`src/hw/rtl/pgpsig_pkg.sv`:
```
// ----------------------------------------------------------------------------
// pgpsig_pkg: shared types and constants of the signature packet parser
// byte transaction, result transaction, queue entry, parser phases and codes
// ----------------------------------------------------------------------------
package pgpsig_pkg;

	// queue between the front and the back
	localparam int QUEUE_DEPTH = 2;
	localparam int QUEUE_PTR_W = (QUEUE_DEPTH > 1) ? $clog2(QUEUE_DEPTH) : 1;
	localparam int QUEUE_CNT_W = $clog2(QUEUE_DEPTH + 1);

	// result kinds
	localparam logic [1:0] KIND_HASHED = 2'd0;
	localparam logic [1:0] KIND_SIG    = 2'd1;
	localparam logic [1:0] KIND_ERROR  = 2'd2;
	localparam logic [1:0] KIND_END    = 2'd3;

	// error codes
	localparam logic [2:0] ERR_SHORT     = 3'd0;
	localparam logic [2:0] ERR_OLD_FMT   = 3'd1;
	localparam logic [2:0] ERR_NOT_SIG   = 3'd2;
	localparam logic [2:0] ERR_BAD_LEN   = 3'd3;
	localparam logic [2:0] ERR_BODY      = 3'd4;
	localparam logic [2:0] ERR_VERSION   = 3'd5;
	localparam logic [2:0] ERR_TYPE      = 3'd6;
	localparam logic [2:0] ERR_TRUNCATED = 3'd7;

	// header bytes and body values
	localparam logic [4:0] TAG_SIGNATURE = 5'd2;
	localparam logic [7:0] SIG_VERSION   = 8'd4;
	localparam logic [7:0] SIG_TYPE      = 8'd0;
	localparam logic [7:0] LEN_TWO_BASE  = 8'd192;
	localparam logic [7:0] LEN_BAD_BASE  = 8'd224;
	localparam logic [7:0] LEN_FIVE_MARK = 8'd255;

	typedef enum logic [3:0] {
		PH_IDLE,
		PH_HEAD,
		PH_LEN5,
		PH_VT,
		PH_HSIZE,
		PH_HASHED,
		PH_USIZE,
		PH_UNHASHED,
		PH_PREFIX,
		PH_SIGBITS,
		PH_SIGDATA
	} phase_t;

	// class of a byte taken as the first length octet
	typedef enum logic [1:0] {
		LEN_ONE,
		LEN_TWO,
		LEN_BAD,
		LEN_FIVE
	} len_cls_t;

	typedef struct packed {
		logic [7:0] data_byte;
		logic       first;
		logic       last;
	} pkt_in_t;

	typedef struct packed {
		logic [1:0]  kind;
		logic [7:0]  out_byte;
		logic [2:0]  error_code;
		logic [31:0] packet_length;
		logic [7:0]  pubkey_algo;
		logic [7:0]  hash_algo;
		logic [15:0] hashed_area_size;
		logic [15:0] unhashed_area_size;
		logic [15:0] sig_number_bits;
		logic        end_mark;
	} pkt_out_t;

	// queued transaction with its byte classification
	typedef struct packed {
		pkt_in_t  item;
		len_cls_t len_cls;
		logic     new_fmt;
		logic     sig_tag;
	} queue_entry_t;

	function automatic len_cls_t classify_len(input logic [7:0] b);
		len_cls_t c;
		if (b < LEN_TWO_BASE) begin
			c = LEN_ONE;
		end else if (b < LEN_BAD_BASE) begin
			c = LEN_TWO;
		end else if (b == LEN_FIVE_MARK) begin
			c = LEN_FIVE;
		end else begin
			c = LEN_BAD;
		end
		return c;
	endfunction

endpackage

```
`src/hw/rtl/pgpsig_front.sv`:
```
// ----------------------------------------------------------------------------
// pgpsig_front: byte intake and classification
// accepts byte transactions, tags each with header flags, and queues them
// ----------------------------------------------------------------------------
module pgpsig_front import pgpsig_pkg::*; (
	input  logic         clk,
	input  logic         arst_n,
	input  logic         byte_valid,
	output logic         byte_ready,
	input  pkt_in_t      byte_item,
	output logic         q_valid,
	input  logic         q_pop,
	output queue_entry_t q_entry
);

	localparam logic [QUEUE_PTR_W-1:0] PTR_LAST = QUEUE_PTR_W'(QUEUE_DEPTH - 1);
	localparam logic [QUEUE_CNT_W-1:0] CNT_FULL = QUEUE_CNT_W'(QUEUE_DEPTH);

	queue_entry_t                 mem_q [QUEUE_DEPTH];
	logic [QUEUE_PTR_W-1:0]       wr_ptr_q;
	logic [QUEUE_PTR_W-1:0]       rd_ptr_q;
	logic [QUEUE_CNT_W-1:0]       count_q;
	queue_entry_t                 new_entry;
	logic                         push;
	logic                         pop;

	assign byte_ready = (count_q != CNT_FULL);
	assign push       = byte_valid && byte_ready;
	assign q_valid    = (count_q != '0);
	assign pop        = q_pop && q_valid;
	assign q_entry    = mem_q[rd_ptr_q];

	// header flags, meaningful only where the parser looks at them
	always_comb begin
		new_entry.item    = byte_item;
		new_entry.len_cls = classify_len(byte_item.data_byte);
		new_entry.new_fmt = byte_item.data_byte[7];
		new_entry.sig_tag = (byte_item.data_byte[4:0] == TAG_SIGNATURE);
	end

	always_ff @(posedge clk) begin
		if (push) begin
			mem_q[wr_ptr_q] <= new_entry;
		end
	end

	always_ff @(posedge clk or negedge arst_n) begin
		if (!arst_n) begin
			wr_ptr_q <= '0;
			rd_ptr_q <= '0;
			count_q  <= '0;
		end else begin
			if (push) begin
				wr_ptr_q <= (wr_ptr_q == PTR_LAST) ? '0 : wr_ptr_q + 1'b1;
			end
			if (pop) begin
				rd_ptr_q <= (rd_ptr_q == PTR_LAST) ? '0 : rd_ptr_q + 1'b1;
			end
			if (push && !pop) begin
				count_q <= count_q + 1'b1;
			end else if (pop && !push) begin
				count_q <= count_q - 1'b1;
			end
		end
	end

	a_count_bound: assert property (@(posedge clk) disable iff (!arst_n)
		count_q <= CNT_FULL)
		else $error("queue count beyond depth");

	a_full_push: assert property (@(posedge clk) disable iff (!arst_n)
		(count_q == CNT_FULL) && !pop |=> (count_q == CNT_FULL))
		else $error("full queue lost an entry without a pop");

	a_pop_empty: assert property (@(posedge clk) disable iff (!arst_n)
		(count_q == '0) && byte_valid |=> (count_q != '0))
		else $error("empty queue refused a transaction");

endmodule

```
`src/hw/rtl/pgpsig_back.sv`:
```
// ----------------------------------------------------------------------------
// pgpsig_back: packet parser and result register
// runs the header and body state machine on queued bytes; unless a held result stalls it, one per cycle
// ----------------------------------------------------------------------------
module pgpsig_back import pgpsig_pkg::*; (
	input  logic         clk,
	input  logic         arst_n,
	input  logic         q_valid,
	output logic         q_pop,
	input  queue_entry_t q_entry,
	output logic         res_valid,
	input  logic         res_ready,
	output pkt_out_t     res_item
);

	phase_t      phase_q, phase_d;
	logic [2:0]  hc_q, hc_d;
	logic        newf_q, newf_d;
	logic        sigt_q, sigt_d;
	len_cls_t    lcls_q, lcls_d;
	logic [4:0]  lfh_q, lfh_d;
	logic [31:0] len_q, len_d;
	logic [15:0] fc_q, fc_d;
	logic [7:0]  ver_q, ver_d;
	logic [7:0]  typ_q, typ_d;
	logic [7:0]  pk_q, pk_d;
	logic [7:0]  ha_q, ha_d;
	logic [15:0] hs_q, hs_d;
	logic [15:0] us_q, us_d;
	logic [15:0] sb_q, sb_d;

	logic        out_valid_q;
	pkt_out_t    out_q;

	logic        has_res;
	logic        fail;
	logic [2:0]  fail_code;
	logic [1:0]  res_kind;
	logic [7:0]  res_byte;
	logic [2:0]  ofs;
	logic [2:0]  k;
	logic [7:0]  b;
	logic        l;
	pkt_out_t    res_d;

	assign q_pop     = q_valid && (!out_valid_q || res_ready);
	assign res_valid = out_valid_q;
	assign res_item  = out_q;
	assign b         = q_entry.item.data_byte;
	assign l         = q_entry.item.last;

	always_comb begin
		phase_d   = phase_q;
		hc_d      = hc_q;
		newf_d    = newf_q;
		sigt_d    = sigt_q;
		lcls_d    = lcls_q;
		lfh_d     = lfh_q;
		len_d     = len_q;
		fc_d      = fc_q;
		ver_d     = ver_q;
		typ_d     = typ_q;
		pk_d      = pk_q;
		ha_d      = ha_q;
		hs_d      = hs_q;
		us_d      = us_q;
		sb_d      = sb_q;
		has_res   = 1'b0;
		fail      = 1'b0;
		fail_code = ERR_SHORT;
		res_kind  = KIND_HASHED;
		res_byte  = '0;
		ofs       = 3'd6;
		k         = '0;

		if (q_pop && q_entry.item.first) begin
			phase_d = PH_HEAD;
			hc_d    = '0;
			newf_d  = 1'b0;
			sigt_d  = 1'b0;
			lcls_d  = LEN_ONE;
			lfh_d   = '0;
			len_d   = '0;
			fc_d    = '0;
			ver_d   = '0;
			typ_d   = '0;
			pk_d    = '0;
			ha_d    = '0;
			hs_d    = '0;
			us_d    = '0;
			sb_d    = '0;
		end

		if (q_pop) begin
			case (phase_d)
				PH_HEAD: begin
					if (hc_d == 3'd0) begin
						newf_d = q_entry.new_fmt;
						sigt_d = q_entry.sig_tag;
					end else if (hc_d == 3'd1) begin
						lcls_d = q_entry.len_cls;
						lfh_d  = b[4:0];
						len_d  = (q_entry.len_cls == LEN_ONE) ? {24'd0, b} : '0;
					end
					case (lcls_d)
						LEN_ONE: ofs = 3'd2;
						LEN_TWO: ofs = 3'd3;
						default: ofs = 3'd6;
					endcase
					if (hc_d >= 3'd2) begin
						if (hc_d < ofs) begin
							if (lcls_d == LEN_TWO) begin
								if (hc_d == 3'd2) begin
									len_d = {19'd0, lfh_d, 8'd0} + {24'd0, b}
										+ {24'd0, LEN_TWO_BASE};
								end
							end else if (lcls_d == LEN_FIVE) begin
								len_d = {len_d[23:0], b};
							end
						end else begin
							k = hc_d - ofs;
							case (k)
								3'd0: ver_d = b;
								3'd1: typ_d = b;
								3'd2: pk_d  = b;
								3'd3: ha_d  = b;
								default: ;
							endcase
						end
					end
					if (hc_d < 3'd4) begin
						if (l) begin
							fail = 1'b1; fail_code = ERR_SHORT;
						end
					end else if (!newf_d) begin
						fail = 1'b1; fail_code = ERR_OLD_FMT;
					end else if (!sigt_d) begin
						fail = 1'b1; fail_code = ERR_NOT_SIG;
					end else if (lcls_d == LEN_BAD) begin
						fail = 1'b1; fail_code = ERR_BAD_LEN;
					end else if (lcls_d == LEN_FIVE) begin
						if (l) begin
							fail = 1'b1; fail_code = ERR_TRUNCATED;
						end else begin
							phase_d = PH_LEN5;
						end
					end else if (l) begin
						fail = 1'b1; fail_code = ERR_BODY;
					end else begin
						fc_d    = {13'd0, 3'd5 - ofs};
						phase_d = PH_VT;
					end
					hc_d = hc_d + 3'd1;
				end
				PH_LEN5: begin
					len_d = {len_d[23:0], b};
					if (l) begin
						fail = 1'b1; fail_code = ERR_BODY;
					end else begin
						fc_d    = '0;
						phase_d = PH_VT;
					end
				end
				PH_VT: begin
					case (fc_d[1:0])
						2'd0: ver_d = b;
						2'd1: typ_d = b;
						2'd2: pk_d  = b;
						2'd3: ha_d  = b;
						default: ;
					endcase
					if (fc_d[1:0] != 2'd3) begin
						fc_d = {14'd0, fc_d[1:0] + 2'd1};
						if (l) begin
							fail = 1'b1; fail_code = ERR_BODY;
						end
					end else if (ver_d != SIG_VERSION) begin
						fail = 1'b1; fail_code = ERR_VERSION;
					end else if (typ_d != SIG_TYPE) begin
						fail = 1'b1; fail_code = ERR_TYPE;
					end else if (l) begin
						fail = 1'b1; fail_code = ERR_TRUNCATED;
					end else begin
						hc_d    = '0;
						phase_d = PH_HSIZE;
					end
				end
				PH_HSIZE, PH_USIZE, PH_SIGBITS: begin
					if (hc_d == 3'd0) begin
						case (phase_d)
							PH_HSIZE: hs_d[15:8] = b;
							PH_USIZE: us_d[15:8] = b;
							default:  sb_d[15:8] = b;
						endcase
						hc_d = 3'd1;
						if (l) begin
							fail = 1'b1; fail_code = ERR_TRUNCATED;
						end
					end else begin
						hc_d = '0;
						case (phase_d)
							PH_HSIZE: begin
								hs_d[7:0] = b;
								if (l) begin
									fail = 1'b1; fail_code = ERR_TRUNCATED;
								end else if (hs_d != '0) begin
									fc_d    = hs_d;
									phase_d = PH_HASHED;
								end else begin
									phase_d = PH_USIZE;
								end
							end
							PH_USIZE: begin
								us_d[7:0] = b;
								if (l) begin
									fail = 1'b1; fail_code = ERR_TRUNCATED;
								end else if (us_d != '0) begin
									fc_d    = us_d;
									phase_d = PH_UNHASHED;
								end else begin
									fc_d    = 16'd2;
									phase_d = PH_PREFIX;
								end
							end
							default: begin
								sb_d[7:0] = b;
								if (l) begin
									// signature with no data bytes
									has_res  = 1'b1;
									res_kind = KIND_END;
									phase_d  = PH_IDLE;
								end else begin
									phase_d = PH_SIGDATA;
								end
							end
						endcase
					end
				end
				PH_HASHED: begin
					if (l) begin
						fail = 1'b1; fail_code = ERR_TRUNCATED;
					end else begin
						fc_d = fc_d - 16'd1;
						if (fc_d == '0) begin
							phase_d = PH_USIZE;
						end
						has_res  = 1'b1;
						res_kind = KIND_HASHED;
						res_byte = b;
					end
				end
				PH_UNHASHED: begin
					if (l) begin
						fail = 1'b1; fail_code = ERR_TRUNCATED;
					end else begin
						fc_d = fc_d - 16'd1;
						if (fc_d == '0) begin
							fc_d    = 16'd2;
							phase_d = PH_PREFIX;
						end
					end
				end
				PH_PREFIX: begin
					if (l) begin
						fail = 1'b1; fail_code = ERR_TRUNCATED;
					end else begin
						fc_d = fc_d - 16'd1;
						if (fc_d == '0) begin
							hc_d    = '0;
							phase_d = PH_SIGBITS;
						end
					end
				end
				PH_SIGDATA: begin
					if (l) begin
						phase_d = PH_IDLE;
					end
					has_res  = 1'b1;
					res_kind = KIND_SIG;
					res_byte = b;
				end
				default: begin
					phase_d = PH_IDLE;
				end
			endcase
		end

		if (fail) begin
			phase_d  = PH_IDLE;
			has_res  = 1'b1;
			res_kind = KIND_ERROR;
			res_byte = '0;
		end

		res_d.kind               = res_kind;
		res_d.out_byte           = res_byte;
		res_d.error_code         = fail ? fail_code : ERR_SHORT;
		res_d.packet_length      = len_d;
		res_d.pubkey_algo        = pk_d;
		res_d.hash_algo          = ha_d;
		res_d.hashed_area_size   = hs_d;
		res_d.unhashed_area_size = us_d;
		res_d.sig_number_bits    = sb_d;
		res_d.end_mark           = l;
	end

	always_ff @(posedge clk or negedge arst_n) begin
		if (!arst_n) begin
			phase_q     <= PH_IDLE;
			hc_q        <= '0;
			newf_q      <= 1'b0;
			sigt_q      <= 1'b0;
			lcls_q      <= LEN_ONE;
			lfh_q       <= '0;
			len_q       <= '0;
			fc_q        <= '0;
			ver_q       <= '0;
			typ_q       <= '0;
			pk_q        <= '0;
			ha_q        <= '0;
			hs_q        <= '0;
			us_q        <= '0;
			sb_q        <= '0;
			out_valid_q <= 1'b0;
		end else begin
			phase_q <= phase_d;
			hc_q    <= hc_d;
			newf_q  <= newf_d;
			sigt_q  <= sigt_d;
			lcls_q  <= lcls_d;
			lfh_q   <= lfh_d;
			len_q   <= len_d;
			fc_q    <= fc_d;
			ver_q   <= ver_d;
			typ_q   <= typ_d;
			pk_q    <= pk_d;
			ha_q    <= ha_d;
			hs_q    <= hs_d;
			us_q    <= us_d;
			sb_q    <= sb_d;
			if (q_pop && has_res) begin
				out_valid_q <= 1'b1;
			end else if (res_ready) begin
				out_valid_q <= 1'b0;
			end
		end
	end

	always_ff @(posedge clk) begin
		if (q_pop && has_res) begin
			out_q <= res_d;
		end
	end

	a_countdown_live: assert property (@(posedge clk) disable iff (!arst_n)
		(phase_q == PH_HASHED) || (phase_q == PH_UNHASHED) || (phase_q == PH_PREFIX)
		|-> (fc_q != '0))
		else $error("byte countdown reached zero inside an area");

	a_err_code_clean: assert property (@(posedge clk) disable iff (!arst_n)
		out_valid_q && (out_q.kind != KIND_ERROR) |-> (out_q.error_code == ERR_SHORT))
		else $error("error code set on a non-error result");

	a_no_byte: assert property (@(posedge clk) disable iff (!arst_n)
		out_valid_q && ((out_q.kind == KIND_ERROR) || (out_q.kind == KIND_END))
		|-> (out_q.out_byte == '0))
		else $error("byte carried on an error or end result");

	a_no_overwrite: assert property (@(posedge clk) disable iff (!arst_n)
		out_valid_q && !res_ready |-> !q_pop)
		else $error("parser advanced while result register was held");

endmodule

```
`src/hw/rtl/openpgp_signature_packet_parser.sv`:
```
// ----------------------------------------------------------------------------
// openpgp_signature_packet_parser: v4 signature packet parser
// new-format header and length decode, version and type checks, hashed
// subpacket bytes and signature data out; unless a held result stalls it, one byte transaction per cycle
// ----------------------------------------------------------------------------
// path: a byte transaction passes through the intake queue, then the result
//   register, before any result that it yields is presented
// throughput: one byte per cycle while no held result stalls the parser
// the two-entry intake queue absorbs up to two bytes while a result waits
// reset: arst_n clears the queue, the result valid and all parser state,
//   leaving the parser idle until a byte marked first arrives
module openpgp_signature_packet_parser import pgpsig_pkg::*; (
	input  logic     clk,
	input  logic     arst_n,
	// byte transactions in
	input  logic     byte_valid,
	output logic     byte_ready,
	input  pkt_in_t  byte_item,
	// result transactions out
	output logic     res_valid,
	input  logic     res_ready,
	output pkt_out_t res_item
);

	// queue handshake between intake and parser
	logic         q_valid;
	logic         q_pop;
	queue_entry_t q_entry;

	// intake: classifies tag and length octets and buffers transactions
	pgpsig_front u_front (
		.clk        (clk),
		.arst_n     (arst_n),
		.byte_valid (byte_valid),
		.byte_ready (byte_ready),
		.byte_item  (byte_item),
		.q_valid    (q_valid),
		.q_pop      (q_pop),
		.q_entry    (q_entry)
	);

	// parser: pops one entry whenever the result register is empty or being
	// drained, so it holds, whatever the byte, while a result waits downstream
	pgpsig_back u_back (
		.clk       (clk),
		.arst_n    (arst_n),
		.q_valid   (q_valid),
		.q_pop     (q_pop),
		.q_entry   (q_entry),
		.res_valid (res_valid),
		.res_ready (res_ready),
		.res_item  (res_item)
	);

endmodule
```
`config.mk`:
```
export PLATFORM = sky130hd
export DESIGN_NAME = openpgp_signature_packet_parser
export DESIGN_NICKNAME = d
export VERILOG_FILES = /design/src/hw/rtl/pgpsig_pkg.sv /design/src/hw/rtl/pgpsig_front.sv /design/src/hw/rtl/pgpsig_back.sv /design/src/hw/rtl/openpgp_signature_packet_parser.sv
export SDC_FILE = /design/constraint.sdc
export NUM_CORES = 1
export LEC_CHECK = 0
export ABC_AREA = 1
export BUFFER_PORTS_ARGS = -buffer_cell sky130_fd_sc_hd__buf_2
export CAP_MARGIN = 20
export CORE_AREA = 5 5 153 265
export CTS_CLUSTER_SIZE = 40
export DETAILED_ROUTE_END_ITERATION = 8
export DIE_AREA = 0 0 158 270
export GPL_ROUTABILITY_DRIVEN = 0
export GPL_TIMING_DRIVEN = 0
export HOLD_SLACK_MARGIN = 0.05
export REMOVE_ABC_BUFFERS = 1
export SKIP_LAST_GASP = 1
export SLEW_MARGIN = 40
export SYNTH_ARGS = -nofsm -noshare
export SYNTH_HDL_FRONTEND = slang
export SYNTH_HIERARCHICAL = 1
export SYNTH_SLANG_ARGS = --single-unit
```
`constraint.sdc`:
```
create_clock -name clk -period 8.8 [get_ports clk]
set_input_delay 1.32 -clock clk [delete_from_list [all_inputs] [get_ports clk]]
set_output_delay 1.32 -clock clk [all_outputs]
set_load 0.005 [all_outputs]
```
==> impl_results.html <==
<table>
<tr><th>Metric</th><th>Value</th></tr>
<tr><th colspan="2">Timing</th></tr>
<tr><td>Min Clock Period, post-route</td><td>6.46 ns</td></tr>
<tr><td>Layout Skew</td><td>0.0154 ns</td></tr>
<tr><td>Endpoints failing hold</td><td>0</td></tr>
<tr><td>Worst hold slack after final layout</td><td>0.511 ns</td></tr>
<tr><td>Final Slew Violations</td><td>0</td></tr>
<tr><td>Final setup vio count</td><td>0</td></tr>
<tr><td>Worst Tran Pin Value</td><td>0.871 ns</td></tr>
<tr><td>Top achievable clock speed</td><td>0.155 GHz</td></tr>
<tr><td>Final worst setup slack</td><td>2.34 ns</td></tr>
<tr><td>Setup repair after global routing missed its margin</td><td>false</td></tr>
<tr><td>Max transition margin</td><td>0.419</td></tr>
<tr><td>Final TNS setup</td><td>0 ns</td></tr>
<tr><td>Crit share post-route</td><td>0.735</td></tr>
<tr><th colspan="2">CTS</th></tr>
<tr><td>Clock slew at the register clock pins of the worst setup and hold paths</td><td>0.07 ns</td></tr>
<tr><td>Post-cts repair resize count</td><td>0</td></tr>
<tr><td>Number of setup buffers added after CTS</td><td>0</td></tr>
<tr><td>Latest clock arrival within the worst-skew pair</td><td>0.57 ns</td></tr>
<tr><td>Number of H-tree levels</td><td>1</td></tr>
<tr><td>Clock root buffer master</td><td>clkbuf_16</td></tr>
<tr><td>Number of clock sinks</td><td>285</td></tr>
<tr><td>Maximum count of clock buffers along a single path</td><td>3</td></tr>
<tr><td>Number of buffers created by CTS</td><td>27</td></tr>
<tr><td>Cts-stage hold buffer count</td><td>0</td></tr>
<tr><td>Clock tree from TritonCTS</td><td>done</td></tr>
<tr><th colspan="2">Drt</th></tr>
<tr><td>Number of detailed-routing iterations run before antenna repair</td><td>6</td></tr>
<tr><td>Vias per std cell</td><td>5.74</td></tr>
<tr><td>Total Routed Length</td><td>48300 um</td></tr>
<tr><td>Number of remaining DRC errors</td><td>0</td></tr>
<tr><td>Wire length per cell after detailed routing</td><td>20.5 um</td></tr>
<tr><td>Post-detailed-route count of antenna-violating nets</td><td>0</td></tr>
<tr><td>First DRT Iteration DRCs</td><td>1320</td></tr>
<tr><td>Via Count</td><td>13500</td></tr>
<tr><th colspan="2">Global route</th></tr>
<tr><td>Antenna violations before repair</td><td>0</td></tr>
<tr><td>Gr ovfl total</td><td>0</td></tr>
<tr><td>Global-route wire length before repair</td><td>74800 um</td></tr>
<tr><td>Via count of the first global-routing pass</td><td>13300</td></tr>
<tr><td>GRT Total Usage</td><td>0.223</td></tr>
<tr><td>Largest net degree at the start of global routing</td><td>70</td></tr>
<tr><th colspan="2">Placed design</th></tr>
<tr><td>Final HPWL DP</td><td>33500 um</td></tr>
<tr><td>Count of port buffers added during placement</td><td>125</td></tr>
<tr><td>Minimum setup slack after placement</td><td>1.92 ns</td></tr>
<tr><td>Cell area after placement</td><td>16100 sq um</td></tr>
<tr><td>Cell count after placement</td><td>2304</td></tr>
<tr><th colspan="2">Die</th></tr>
<tr><td>I/O pin total</td><td>126</td></tr>
<tr><td>Die span in y</td><td>270 um</td></tr>
<tr><td>Effective utilization at floorplan</td><td>0.393</td></tr>
<tr><td>Die boundary width</td><td>158 um</td></tr>
<tr><td>Total Die Area</td><td>42700 sq um</td></tr>
<tr><td>Row Count</td><td>95</td></tr>
<tr><td>Core ar.</td><td>38200 sq um</td></tr>
<tr><th colspan="2">Power and ir drop</th></tr>
<tr><td>Power per cell area</td><td>366 nW/um^2</td></tr>
<tr><td>Share of power burned in the clock network</td><td>0.193</td></tr>
<tr><td>Worst VDD drop</td><td>218 uV</td></tr>
<tr><td>Fraction of power spent switching nets</td><td>0.472</td></tr>
<tr><td>Sequential cell fraction of total power</td><td>0.313</td></tr>
<tr><td>Gate power share</td><td>0.494</td></tr>
<tr><td>Net switching component of the power</td><td>2.94 mW</td></tr>
<tr><td>Static Leak</td><td>7.50 nW</td></tr>
<tr><td>Internal</td><td>3.29 mW</td></tr>
<tr><td>Pwr Total</td><td>6.22 mW</td></tr>
<tr><th colspan="2">Run status</th></tr>
<tr><td>Outcome</td><td>finished clean</td></tr>
<tr><th colspan="2">Setup path</th></tr>
<tr><td>Critical Path End Type</td><td>flop</td></tr>
<tr><td>Arrival @ worst endpoint</td><td>6.86 ns</td></tr>
<tr><td>Delay contributed by the slowest stage of the critical path</td><td>0.65 ns</td></tr>
<tr><td>CP max stage cell</td><td>dfrtp_1</td></tr>
<tr><td>Critical path's top delay family</td><td>simple AND/OR/NAND/NOR gates</td></tr>
<tr><td>Register-to-register setup slack</td><td>2.34 ns</td></tr>
<tr><td>Logic depth of the worst register-to-register path</td><td>25</td></tr>
<tr><td>Cell depth of the worst setup path</td><td>25</td></tr>
<tr><td>Critical path buffer and inverter count</td><td>8</td></tr>
<tr><td>CP most frequent cell</td><td>nand2_1</td></tr>
<tr><td>Required time worst endpoint</td><td>9.19 ns</td></tr>
<tr><td>Critical path launch point type</td><td>flop</td></tr>
<tr><td>Worst Setup Path Type</td><td>reg2reg</td></tr>
<tr><td>Worst R2R End</td><td>u_back/res_item[83]</td></tr>
<tr><td>Largest fanout of any net on the critical path</td><td>37</td></tr>
<tr><td>Critical R2R Launch</td><td>u_front/rd_ptr_q</td></tr>
<tr><th colspan="2">Yosys</th></tr>
<tr><td>Fraction of synthesis flops using an asynchronous set or reset pin</td><td>0.523</td></tr>
<tr><td>Total of warnings raised by yosys</td><td>6</td></tr>
<tr><td>Most common flop cell mapped by yosys</td><td>dfrtp_1</td></tr>
<tr><td>Cell types occupying the most area after synthesis</td><td>edfxtp_1 (27%), dfrtp_1 (25%), nand2_1 (11%), o21ai_0 (6.0%), a21oi_1 (3.7%)</td></tr>
<tr><td>Number of instances in the synthesized netlist</td><td>1779</td></tr>
<tr><td>Yosys reg bits</td><td>285</td></tr>
<tr><td>Synthesized cell area</td><td>15000 sq um</td></tr>
<tr><td>Sequential share of the synthesized area</td><td>0.521</td></tr>
<tr><td>Synth area leader</td><td>edfxtp_1</td></tr>
<tr><td>Top cells by count, synth</td><td>nand2_1 (450), o21ai_0 (179), dfrtp_1 (149)</td></tr>
<tr><td>Post-synthesis cell type count</td><td>53</td></tr>
<tr><td>Number of synthesized flops with an enable pin</td><td>136</td></tr>
<tr><td>Top-count cell post-synth</td><td>nand2_1</td></tr>
<tr><td>Yosys top cell area share</td><td>0.272</td></tr>
<tr><td>Post-synthesis area per instance</td><td>8.43 sq um</td></tr>
<tr><th colspan="2">Cells and area</th></tr>
<tr><td>Nets</td><td>1878</td></tr>
<tr><td>Area growth syn-to-layout</td><td>13.4%</td></tr>
<tr><td>Non-Filler Cell Area, Final</td><td>17000 sq um</td></tr>
<tr><td>Fraction of the core area covered by cells at the end of the flow</td><td>0.446</td></tr>
<tr><td>Layout Cells excl Fill</td><td>2355</td></tr>
<tr><td>Final-layout fill cell count</td><td>3713</td></tr>
<tr><td>Fraction of final layout cells sized beyond drive strength 1</td><td>0.134</td></tr>
<tr><td>Diodes inserted</td><td>0</td></tr>
<tr><th colspan="2">Min path</th></tr>
<tr><td>Number of cells traversed by the worst hold path</td><td>1</td></tr>
<tr><td>Sink of the worst hold path</td><td>u_back/typ_q[1]</td></tr>
<tr><td>Start point of the worst min-delay path</td><td>u_back/typ_q[1]</td></tr>
<tr><td>Type of the worst min-delay path</td><td>reg2reg</td></tr>
<tr><th colspan="2">Flow run</th></tr>
<tr><td>Max-cap viol count</td><td>0</td></tr>
</table>
==> state kept, by name, summed over array words and instances, names as in the netlist, 2 cells and up <==
register         count
u_back/hc_q          3
u_back/sb_q         16
u_back/ha_q          8
u_back/ver_q         8
u_back/us_q         16
u_back/pk_q          8
u_front/mem_q       26
u_back/lcls_q        2
u_back/len_q        32
u_back/typ_q         8
u_back/phase_q       4
u_back/hs_q         16
u_back/fc_q         16
u_front/count_q      2
u_back/res_item    110
u_back/lfh_q         5
==> per-layer routing <==
layer | global-route usage | wire [um]
met5 | 0 | 0
met4 | 0.139 | 3530
met3 | 0.0263 | 2640
met2 | 0.390 | 24600
met1 | 0.253 | 17500
==> worst max-delay path by stage <==
stage,start,to,slack (ns)
global placement,res_ready,u_back/res_item[87],-1.82
floorplan,res_ready,u_back/res_item[0],1.40
detailed placement,res_ready,u_back/res_item[83],1.92
CTS,u_front/rd_ptr_q,u_back/res_item[83],2.41
global route,u_front/rd_ptr_q,u_back/res_item[83],1.83
finish,u_front/rd_ptr_q,u_back/res_item[83],2.34
==> placed cells by master (no fill, tap or decap), drive strengths merged, types with 5 or more instances in the layout <==
| cell type | Yosys | layout |
|---|---|---|
| a211oi | 5 | 5 |
| a21oi | 114 | 114 |
| a221oi | 16 | 16 |
| a22oi | 6 | 6 |
| a31oi | 6 | 6 |
| a32o | 5 | 5 |
| buf | 36 | 135 |
| clkbuf | 58 | 30 |
| clkinv | 7 | 17 |
| dfrtp | 149 | 149 |
| edfxtp | 136 | 136 |
| ha | 15 | 15 |
| inv | 146 | 149 |
| nand2 | 463 | 463 |
| nand3 | 97 | 97 |
| nand4 | 10 | 10 |
| nor2 | 144 | 144 |
| nor3 | 18 | 18 |
| o211ai | 25 | 25 |
| o21ai | 236 | 236 |
| o221ai | 30 | 30 |
| o22ai | 23 | 23 |
| xor2 | 8 | 8 |
==> cell families after synthesis <==
kind of cell               synth area share
adders and majority gates            0.0125
and+or+nand+nor                       0.207
buffers and inverters                0.0654
xor gates and xnor gates            0.00642
DFF                                   0.521
AOI/OAI and AO/OA                     0.188
==> cell type report <==
class | instances | area [sq um] | area share
clock buffer | 30 | 687 | 0.0404
multi-input combinational | 1247 | 6280 | 0.369
timing repair buffer | 135 | 838 | 0.0493
sequential | 285 | 7810 | 0.459
inverter | 153 | 582 | 0.0342
clock inverter | 20 | 209 | 0.0123
tap | 485 | 607 | 0.0357
==> power groups by stage <==
stage | Clock, mW | Combinational [mW] | Sequential, mW
floorplan | 0 | 1.88 | 1.99
global placement | 0 | 2.89 | 2.01
detailed placement | 0 | 3.04 | 1.98
CTS | 1.23 | 3.05 | 1.95
global route | 1.28 | 3.37 | 1.98
finish | 1.20 | 3.07 | 1.95
Power figures use the tool's default switching activity.
